--- src/sv/tpss_pkg.sv ---
// Shared types and constants for the text page splitter and selector.
package tpss_pkg;

  // Fixed field widths
  localparam int PAGE_BITS     = 16;
  localparam int LENGTH_BITS   = 24;
  localparam int POS_BITS      = 32;
  localparam int LINE_BITS     = 10;
  localparam int SLOT_BITS     = 3;
  localparam int CFG_IDX_BITS  = 2;
  localparam int CFG_DATA_BITS = 10;

  // Output queue
  localparam int FIFO_DEPTH = 4;
  localparam int FIFO_AW    = 2;
  localparam int FIFO_CW    = 3;

  // Character codes
  localparam logic [7:0] CH_FF = 8'h0C;
  localparam logic [7:0] CH_NL = 8'h0A;
  localparam logic [7:0] CH_P  = 8'h70;
  localparam logic [7:0] CH_0  = 8'h30;
  localparam logic [7:0] CH_9  = 8'h39;

  localparam logic [LINE_BITS-1:0] LINE_MAX = '1;

  // Opcodes
  localparam logic OP_DATA  = 1'b0;
  localparam logic OP_RANGE = 1'b1;

  // Configuration register indexes
  localparam logic [CFG_IDX_BITS-1:0] CFG_LINES_PER_PAGE = 2'd0;
  localparam logic [CFG_IDX_BITS-1:0] CFG_PARITY_SELECT  = 2'd1;
  localparam logic [CFG_IDX_BITS-1:0] CFG_TYPESETTER     = 2'd2;

  typedef enum logic [1:0] {
    PH_IDLE   = 2'd0,
    PH_DIGITS = 2'd1,
    PH_DONE   = 2'd2
  } parse_phase_t;

  typedef struct packed {
    logic                   opcode;
    logic [7:0]             data_byte;
    logic                   end_of_input;
    logic [SLOT_BITS-1:0]   range_slot;
    logic [PAGE_BITS-1:0]   range_low;
    logic [PAGE_BITS-1:0]   range_high;
    logic                   range_on_ordinal;
    logic                   range_valid;
  } in_item_t;

  typedef struct packed {
    logic [PAGE_BITS-1:0]   page_number;
    logic [PAGE_BITS-1:0]   page_ordinal;
    logic [LENGTH_BITS-1:0] page_length;
    logic [POS_BITS-1:0]    input_offset;
    logic [POS_BITS-1:0]    output_offset;
    logic                   selected;
    logic                   last_of_run;
  } out_item_t;

  // Splitter state
  typedef struct packed {
    logic [LINE_BITS-1:0]   line_cnt;
    logic                   pend;
    logic [LENGTH_BITS-1:0] len;
    logic [POS_BITS-1:0]    in_pos;
    logic [POS_BITS-1:0]    pstart;
    logic [PAGE_BITS-1:0]   num;
    logic [PAGE_BITS-1:0]   ord;
    parse_phase_t           phase;
    logic [PAGE_BITS-1:0]   acc;
  } split_st_t;

  // One closed page on its way to selection
  typedef struct packed {
    logic [PAGE_BITS-1:0]   num;
    logic [PAGE_BITS-1:0]   ord;
    logic [LENGTH_BITS-1:0] len;
    logic [POS_BITS-1:0]    start;
    logic [POS_BITS-1:0]    span;
  } page_rec_t;

  typedef struct packed {
    logic num_hit;
    logic ord_hit;
  } lane_hit_t;

  // Token passed along the range cell chain
  typedef struct packed {
    logic                 wr;
    logic [SLOT_BITS-1:0] slot;
    logic [PAGE_BITS-1:0] lo;
    logic [PAGE_BITS-1:0] hi;
    logic                 on_ord;
    logic                 ent_valid;
    logic                 v0;
    logic                 v1;
    logic                 any;
    lane_hit_t            h0;
    lane_hit_t            h1;
    page_rec_t            r0;
    page_rec_t            r1;
  } chain_tok_t;

endpackage

--- src/sv/tpss_select.sv ---
// Page selector: keep decision, output offsets and the result item queue.
module tpss_select import tpss_pkg::*; (
  input  logic       clk,
  input  logic       rst_n,
  input  chain_tok_t tok_i,
  input  logic [1:0] parity_sel,
  output logic       adv,
  output logic       out_valid,
  input  logic       out_stall,
  output out_item_t  out_data
);

  localparam logic [1:0] PAR_EVEN = 2'd1;
  localparam logic [1:0] PAR_ODD  = 2'd2;

  out_item_t            mem [FIFO_DEPTH];
  logic [FIFO_AW-1:0]   wr_ptr_r, wr_ptr_nxt, rd_ptr_r, rd_ptr_nxt;
  logic [FIFO_CW-1:0]   cnt_r, cnt_nxt;
  logic [POS_BITS-1:0]  kept_r, kept_nxt, kept_mid;
  logic                 sel0, sel1, pop;
  logic [FIFO_CW-1:0]   push_n;
  out_item_t            o0, o1;

  function automatic logic par_ok(input logic [1:0] ps, input logic [PAGE_BITS-1:0] v);
    case (ps)
      PAR_EVEN: par_ok = !v[0];
      PAR_ODD:  par_ok = v[0];
      default:  par_ok = 1'b1;
    endcase
  endfunction

  function automatic logic keep(input logic [1:0] ps, input logic any, input lane_hit_t h,
                                input page_rec_t r);
    if (r.ord == '0)
      keep = 1'b1;
    else if (any)
      keep = (h.num_hit && par_ok(ps, r.num)) || (h.ord_hit && par_ok(ps, r.ord));
    else
      keep = par_ok(ps, r.num);
  endfunction

  // Room for two items keeps the chain moving
  assign adv = (cnt_r <= FIFO_CW'(FIFO_DEPTH - 2));

  // Keep flags and running kept-byte offset
  always_comb begin
    sel0     = keep(parity_sel, tok_i.any, tok_i.h0, tok_i.r0);
    sel1     = keep(parity_sel, tok_i.any, tok_i.h1, tok_i.r1);
    kept_mid = kept_r + ((tok_i.v0 && sel0) ? tok_i.r0.span : '0);
    kept_nxt = kept_mid + ((tok_i.v1 && sel1) ? tok_i.r1.span : '0);
    if (!adv) kept_nxt = kept_r;

    o0.page_number   = tok_i.r0.num;
    o0.page_ordinal  = tok_i.r0.ord;
    o0.page_length   = tok_i.r0.len;
    o0.input_offset  = tok_i.r0.start;
    o0.output_offset = kept_r;
    o0.selected      = sel0;
    o0.last_of_run   = !tok_i.v1;

    o1.page_number   = tok_i.r1.num;
    o1.page_ordinal  = tok_i.r1.ord;
    o1.page_length   = tok_i.r1.len;
    o1.input_offset  = tok_i.r1.start;
    o1.output_offset = kept_mid;
    o1.selected      = sel1;
    o1.last_of_run   = 1'b1;
  end

  // Queue pointers
  always_comb begin
    pop        = out_valid && !out_stall;
    push_n     = adv ? (FIFO_CW'(tok_i.v0) + FIFO_CW'(tok_i.v1)) : '0;
    wr_ptr_nxt = wr_ptr_r + push_n[FIFO_AW-1:0];
    rd_ptr_nxt = rd_ptr_r + FIFO_AW'(pop);
    cnt_nxt    = cnt_r + push_n - FIFO_CW'(pop);
  end

  always_ff @(posedge clk) begin
    if (!rst_n) begin
      wr_ptr_r <= '0;
      rd_ptr_r <= '0;
      cnt_r    <= '0;
      kept_r   <= '0;
    end else begin
      wr_ptr_r <= wr_ptr_nxt;
      rd_ptr_r <= rd_ptr_nxt;
      cnt_r    <= cnt_nxt;
      kept_r   <= kept_nxt;
    end
  end

  // Queue storage; lane 0 first
  always_ff @(posedge clk) begin
    if (adv && tok_i.v0) mem[wr_ptr_r] <= o0;
    if (adv && tok_i.v1) mem[wr_ptr_r + FIFO_AW'(1)] <= o1;
  end

  assign out_valid = (cnt_r != '0);
  assign out_data  = mem[rd_ptr_r];

endmodule

--- config.mk ---
export PLATFORM = sky130hd
export DESIGN_NAME = tpss_select
export DESIGN_NICKNAME = d
export VERILOG_FILES = /design/src/sv/tpss_pkg.sv /design/src/sv/tpss_select.sv
export SDC_FILE = /design/constraint.sdc
export NUM_CORES = 1
export LEC_CHECK = 0
export BUFFER_PORTS_ARGS = -buffer_cell sky130_fd_sc_hd__buf_2
export CAP_MARGIN = 20
export CORE_MARGIN = 2
export CORE_UTILIZATION = 35
export CTS_BUF_LIST = sky130_fd_sc_hd__clkbuf_8 sky130_fd_sc_hd__clkbuf_16
export DETAILED_ROUTE_END_ITERATION = 16
export PLACE_DENSITY = 0.57
export SLEW_MARGIN = 20
export SYNTH_ARGS = -nofsm -noshare
export SYNTH_HDL_FRONTEND = slang
export SYNTH_SLANG_ARGS = --single-unit
--- constraint.sdc ---
create_clock -name clk -period 6.9 [get_ports clk]
set_input_delay 0 -clock clk [delete_from_list [all_inputs] [get_ports clk]]
set_output_delay 0 -clock clk [all_outputs]
set_load 0.01 [all_outputs]
Word-level counts from Yosys, hierarchy flattened
Memories as Yosys holds them, arrays and structs flattened. A register that Yosys moved wholly into a read port is not among the register bits.
Index checks and enable logic that the tools add are counted.
{"block": "totals", "register_bits": 39, "mem_bits_rw": 488, "wordCells": 60, "n_memories": 1}
{"name": "mem", "words": 4, "word_bits": 122, "rd": 1, "rd_clocked_by_memory_dff": 1, "wr": 2, "line_no": "tpss_select.sv:16", "source": "out_item_t mem [FIFO_DEPTH];"}
{"block": "op_classes", "n_addsub": 8, "magnitude_cmp": 1, "eq_ne": 2, "muxes": 24, "reduce_logical": 20}
{"op": "$add 32x32->32", "count": 2}
{"op": "$mux 32", "count": 2}
{"op": "$logic_not 16->1", "count": 2}
{"op": "$mux 1", "count": 16}
{"op": "$logic_and 1x1->1", "count": 9}
{"op": "$pmux 1 s2", "count": 4}
{"op": "$logic_not 1->1", "count": 6}
{"op": "$mux 2", "count": 2}
{"op": "$add 3x2->3", "count": 1}
{"op": "$le 3x2->1 const B", "count": 1}
{"op": "$reduce_bool 3->1", "count": 1}
{"op": "$sub 3x1->3", "count": 1}
{"op": "$add 1x1->2", "count": 1}
{"op": "$add 2x1->2", "count": 1}
{"op": "$add 2x1->2 const B", "count": 1}
{"op": "$add 2x2->2", "count": 1}
{"op": "$eq 2x1->1 const B", "count": 1}
{"op": "$eq 2x2->1 const B", "count": 1}
{"op": "$logic_or 1x1->1", "count": 2}

Logic depth before layout (Yosys ltp)
{"block": "depth", "word_depth": 12, "ltp_mapped": 28, "mapped_depth_nobuf": 28}

Worst setup path before layout
OpenSTA, ideal clock, no wires.
{"block": "synth_path", "path_kind": "input to register", "from": "input port parity_sel[0]", "to": "register kept_r[25]", "t_arrival_ns": 5.007, "path_slack_ns": 1.765, "path_stages": 26, "n_path_buf": 1, "cell_sequence": "inv_1 -> ha_1 -> mux2_2 -> o211ai_1 -> and3_1 -> nor2b_2 -> and2_1 -> ha_1 -> fa_1 -> a21oi_1 -> o21ai_1 -> a221oi_2 -> o2111ai_2 -> a21o_1 -> a21oi_1 -> xnor2_1 -> ha_1 -> clkbuf_1 -> a21oi_1 -> inv_1 -> a2111oi_0 -> a21boi_0 -> o21ai_0 -> and2_1 -> o21a_1 -> o211ai_1"}
{"block": "synth_between", "elab_chain_cells": 12, "word_cells_on_any_way": 30, "cone_classes": "add/sub: 2; eq/ne: 2; mux: 18; reduce/logical: 8"}
{"element": "start: declaration", "line_no": "tpss_select.sv:6", "source": "input logic [1:0] parity_sel,"}
{"element": "$eq 2x2->1 or $eq 2x1->1 (tied branches)", "line_no": "tpss_select.sv:25", "source": "case (ps)"}
{"element": "$pmux 1 s2", "line_no": "tpss_select.sv:25"}
{"element": "$mux 1", "line_no": "tpss_select.sv:36", "source": "else if (any)"}
{"element": "$mux 1", "line_no": "tpss_select.sv:34", "source": "if (r.ord == '0)"}
{"element": "$logic_and 1x1->1", "line_no": "tpss_select.sv:37", "source": "keep = (h.num_hit && par_ok(ps, r.num)) || (h.ord_hit && par_ok(ps, r.ord));"}
{"element": "$logic_or 1x1->1", "line_no": "tpss_select.sv:37"}
{"element": "$mux 1", "line_no": "tpss_select.sv:36"}
{"element": "$mux 1", "line_no": "tpss_select.sv:34"}
{"element": "$logic_and 1x1->1", "line_no": "tpss_select.sv:49", "source": "kept_mid = kept_r + ((tok_i.v0 && sel0) ? tok_i.r0.span : '0);"}
{"element": "$mux 32", "line_no": "tpss_select.sv:49"}
{"element": "$add 32x32->32", "line_no": "tpss_select.sv:49"}
{"element": "$add 32x32->32 *", "line_no": "tpss_select.sv:50", "source": "kept_nxt = kept_mid + ((tok_i.v1 && sel1) ? tok_i.r1.span : '0);"}
{"element": "end signal: assignment", "line_no": "tpss_select.sv:89", "source": "kept_r <= kept_nxt;"}
{"element": "end: declaration", "line_no": "tpss_select.sv:19", "source": "logic [POS_BITS-1:0] kept_r, kept_nxt, kept_mid;"}
Mark *: on every way between the ends. The rest lies on a longest branch, timed or not. The select of a mux whose other input is x is not followed.
A chain may end at the register's enable or synchronous reset.

Final worst setup path
{"block": "layout_path", "from": "input port tok_i[208] (netlist bit)", "to": "register kept_r[31]"}
{"block": "layout_between", "elab_chain_cells": 12, "word_cells_on_any_way": 13, "cone_classes": "add/sub: 2; mux: 6; reduce/logical: 5"}
{"element": "start: declaration", "line_no": "tpss_select.sv:5", "source": "input chain_tok_t tok_i,"}
{"element": "$logic_not 1->1", "line_no": "tpss_select.sv:26", "source": "PAR_EVEN: par_ok = !v[0];"}
{"element": "$pmux 1 s2", "line_no": "tpss_select.sv:25"}
{"element": "$mux 1", "line_no": "tpss_select.sv:36"}
{"element": "$mux 1", "line_no": "tpss_select.sv:34"}
{"element": "$logic_and 1x1->1", "line_no": "tpss_select.sv:37"}
{"element": "$logic_or 1x1->1", "line_no": "tpss_select.sv:37"}
{"element": "$mux 1", "line_no": "tpss_select.sv:36"}
{"element": "$mux 1 *", "line_no": "tpss_select.sv:34"}
{"element": "$logic_and 1x1->1 *", "line_no": "tpss_select.sv:49"}
{"element": "$mux 32 *", "line_no": "tpss_select.sv:49"}
{"element": "$add 32x32->32 *", "line_no": "tpss_select.sv:49"}
{"element": "$add 32x32->32 *", "line_no": "tpss_select.sv:50"}
Marked as above.

==> results summary <==
The flow ran to the end, and the final reports show no timing, DRC or antenna violations. The slew at the pin closest to its max-slew limit came out at 1170 ps. The min-delay analysis places its worst path in the category in2reg. The max-slew violation count was 0. The delay of the slowest cell on the worst path is 550 ps. The largest family of logic cells by synthesized area is compound AO/OA/AOI/OAI gates.

The proportion of synthesized area in mux cells came out at 0.102. The HPWL reported at the end of detailed placement came out at 53.0 mm. In the final layout, the share of cells above drive strength 1 is 0.245.

The number of antenna violations at the first check in global routing came out at 5. The number of cells produced by synthesis is 1998. The routed via count came out at 21400. The share of the Yosys chip area taken by registers is 0.559. Setup violations remaining at the end of the flow were counted as 0. The area growth from synthesis to final layout is 27.0%. The areal power density over the cells came out at 382 nW/um2. The area of the core came out at 77600 um2.

The number of cells traversed by the worst register-to-register path came out at 19. The number of warnings printed during yosys synthesis came out at 0. The clock transition at the register clock pins on the worst setup and hold paths after CTS came out at 60 ps.

The final-report hold violation count came to 0. The pre-antenna-repair detailed-routing pass consisted of 6 iterations. The clock reaches the later pin of the worst-skew pair after 600 ps.

The global-route wire length before repair is 136 mm. After the last flow step, the layout net total stands at 2935. The final wirelength came out at 90.8 mm. The mapped netlist covers 27500 um2. The dominant register cell in the synthesized netlist is sky130_fd_sc_hd__edfxtp_1. The register bit total from synthesis is 527.

The total congestion overflow is 0. The biggest area contributor in the post-synthesis netlist is sky130_fd_sc_hd__edfxtp_1. The achievable frequency is 152 MHz. STA classifies the critical path startpoint as an input port. The deepest clock path buffer count came out at 3. The layout has 7045 filler cells. In this run the core area contains 102 standard-cell rows.

414 I/O pins were placed. The mean cell area of the mapped netlist is 13.8 um2. The startpoint identified for the worst register-to-register timing path is kept_r[0].

The ratio of final minimum period to clock period is 0.953. Following the worst setup path forward leads to its endpoint at kept_r[31]. The net count of the mapped netlist is 2361.

Of the total synthesized cell area, the portion taken by AND, OR, NAND and NOR gates is 0.0585. TritonCTS built the clock tree. For this run, asynchronously set or reset flops after synthesis account for 0.

The pin count of the biggest net entering global routing came out at 109. The max-capacitance violation count came out at 0. The number of synthesized flops with an enable pin is 484. The number of H-tree levels is 2. The data required time at the worst endpoint came out at 7430 ps. The register-to-register path setup slack came out at 1200 ps. Measured along the y axis, the die boundary spans 284 um.

The clock arrives with 18.8 ps of skew. The number of buffer cells added on primary ports came out at 375. The die covers 80900 um2. The total power of the final layout is 13.3 mW. The total track usage is 0.219. The placer's final routability congestion estimate is 0.846. Setup repair after global routing left no endpoint under its margin.

The routed wirelength normalized by instance count came out at 24.8 um. The starting utilization of the core area came out at 0.355. The number of vias per cell is 5.85. The maximum resistive drop on vdd is 0.247 mV. The endpoint kind of the worst setup timing path is a register. The count of clock tree sinks is 527. The critical path in this run is classified as in2reg.

The distinct cell type count of the synthesized netlist came out at 69. The biggest fanout along the worst timing path is 7. After synthesis, the cell types taking the most area are sky130_fd_sc_hd__edfxtp_1 53%, sky130_fd_sc_hd__a22o_1 15%, sky130_fd_sc_hd__mux4_2 10%. The remaining routing DRC violations is 0. The cell sitting at the root of the clock tree is a sky130_fd_sc_hd__clkbuf_16. The shortest period the worst path allows is 6580 ps. Setup total negative slack on the finished layout was measured at 0 ps. The critical path startpoint is tok_i[208].

The data arrival at the endpoint of the critical path is 7100 ps. Of the total synthesized cell area, the portion taken by full adders, half adders and majority gates is 0.0340. The total CTS buffers came out at 54. The initial detailed-routing violation count is 1838. The capture instance of the worst register-to-register path is kept_r[31]. The fraction of the mapped netlist area in compound gates came out at 0.202.

Of the post-synthesis cell area, the dominant cell type holds 0.528. The number of global-route vias before repair is 22100. The slowest stage of the critical path belongs to the cell sky130_fd_sc_hd__dlygate4sd3_1. Of the total synthesized cell area, the portion taken by XOR and XNOR cells is 0.0166. The worst pin sits at a relative slew slack of 0.222.

The floorplan die width came out at 284 um. In this run the remaining antenna-violating nets after routing total 0. The static leakage came out at 13.2 nW.
-- metrics by stage --
stage               std cells  hold WS (ps)  area, um2   util  worst slack [ps]
global placement         3285           327      30500  0.393               570
CTS                      3651          9.63      34900  0.450               173
floorplan                1998           202      27500      -              1760
finish                   3654          47.9      34900  0.450               325
global route             3651          79.8      34900  0.450              13.4
detailed placement       3285           335      30500  0.393               528
-- state kept, by name (all words and copies together) (netlist names) --
register and flops:
kept_r 32, mem 488, wr_ptr_r 2, cnt_r 3
rd_ptr_r 2
-- how the worst min path moves through the flow --
stage,startpoint,end,slack (ps),depth (start not counted)
floorplan,tok_i[98],mem[0][100],200,1
global placement,tok_i[46],mem[2][48],330,2
detailed placement,tok_i[82],mem[0][84],330,2
CTS,tok_i[16],kept_r[16],10,5
global route,tok_i[120],mem[3][2],80,4
finish,tok_i[16],kept_r[16],50,5
-- critical path, delay by kind of cell --
| kind | cells | cell delay (ps) |
|---|---|---|
| compound gates | 13 | 3170 |
| xor+xnor | 1 | 280 |
| fa+ha+maj | 3 | 1090 |
| buf+inv | 4 | 1310 |
| mux | 1 | 350 |
| simple gates | 4 | 890 |
-- power breakdown --
group	internal (mW)	leakage (nW)	total, mW	switching [mW]
combinational	2.13	7.50	5.29	3.15
clock	1.64	0.878	2.87	1.22
sequential	4.77	4.82	5.18	0.414
-- logic make-up (layout without fill, tap and decap cells) --
logic type,Yosys count,in the layout
AOI/OAI and AO/OA,703,703
xor gates and xnor gates,52,52
adders and majority gates,73,73
buffers and inverters,197,810
DFF,527,527
muxes,127,127
other,0,3
and+or+nand+nor,319,319
-- synth_stat cells, types with 10 or more instances --
| library cell | instances |
|---|---|
| sky130_fd_sc_hd__edfxtp_1 | 484 |
| sky130_fd_sc_hd__a22o_1 | 460 |
| sky130_fd_sc_hd__mux4_2 | 122 |
| sky130_fd_sc_hd__clkbuf_1 | 121 |
| sky130_fd_sc_hd__nand2_1 | 106 |
| sky130_fd_sc_hd__a21oi_1 | 75 |
| sky130_fd_sc_hd__ha_1 | 70 |
| sky130_fd_sc_hd__and2_1 | 68 |
| sky130_fd_sc_hd__o21ai_0 | 44 |
| sky130_fd_sc_hd__dfxtp_1 | 43 |
| sky130_fd_sc_hd__buf_1 | 37 |
| sky130_fd_sc_hd__inv_1 | 35 |
| sky130_fd_sc_hd__nor2_1 | 35 |
| sky130_fd_sc_hd__xnor2_1 | 35 |
| sky130_fd_sc_hd__nand3_1 | 30 |
| sky130_fd_sc_hd__a21o_1 | 28 |
| sky130_fd_sc_hd__nand4_1 | 18 |
| sky130_fd_sc_hd__xor2_1 | 17 |
| sky130_fd_sc_hd__o21ai_1 | 15 |
| sky130_fd_sc_hd__a31oi_1 | 13 |
| sky130_fd_sc_hd__nor3_1 | 12 |
| sky130_fd_sc_hd__o211ai_1 | 11 |
| sky130_fd_sc_hd__nor4_1 | 10 |
-- timing repair --
action                     in CTS  in global routing
buffers inserted                0                  0
hold endpoints to repair      381                  0
setup endpoints to repair       0                  3
resized for setup               0                  7
hold buffers                  271                  0
-- placed cells by master (no fill, tap or decap), drive strengths merged, types with 59 or more instances in the layout --
cell | synthesis | routed
a21oi | 75 | 75
a22o | 460 | 460
and2 | 69 | 69
buf | 41 | 409
clkbuf | 121 | 59
dlygate4sd3 | 0 | 271
edfxtp | 484 | 484
ha | 70 | 70
mux4 | 122 | 122
nand2 | 106 | 106
o21ai | 59 | 59
-- routing by layer --
layer / GRT usage / wire [um] / vias up
li1: - / - / 9353
met1: 0.285 / 37100 / 10900
met2: 0.378 / 45000 / 909
met3: 0.0340 / 6490 / 154
met4: 0.0612 / 2130 / 4
met5: 0 / 25 / -
-- layout make-up --
cell class                 instances  area (um2)  area share
tap                             1040        1300      0.0372
inverter                          35         131     0.00376
antenna                            3        7.51    0.000215
clock inverter                    36         254     0.00727
sequential                       527       15400       0.441
timing repair buffer             680        4890       0.140
clock buffer                      59        1450      0.0416
multi-input combinational       1274       11500       0.329
(Power assumes the default switching activity.)
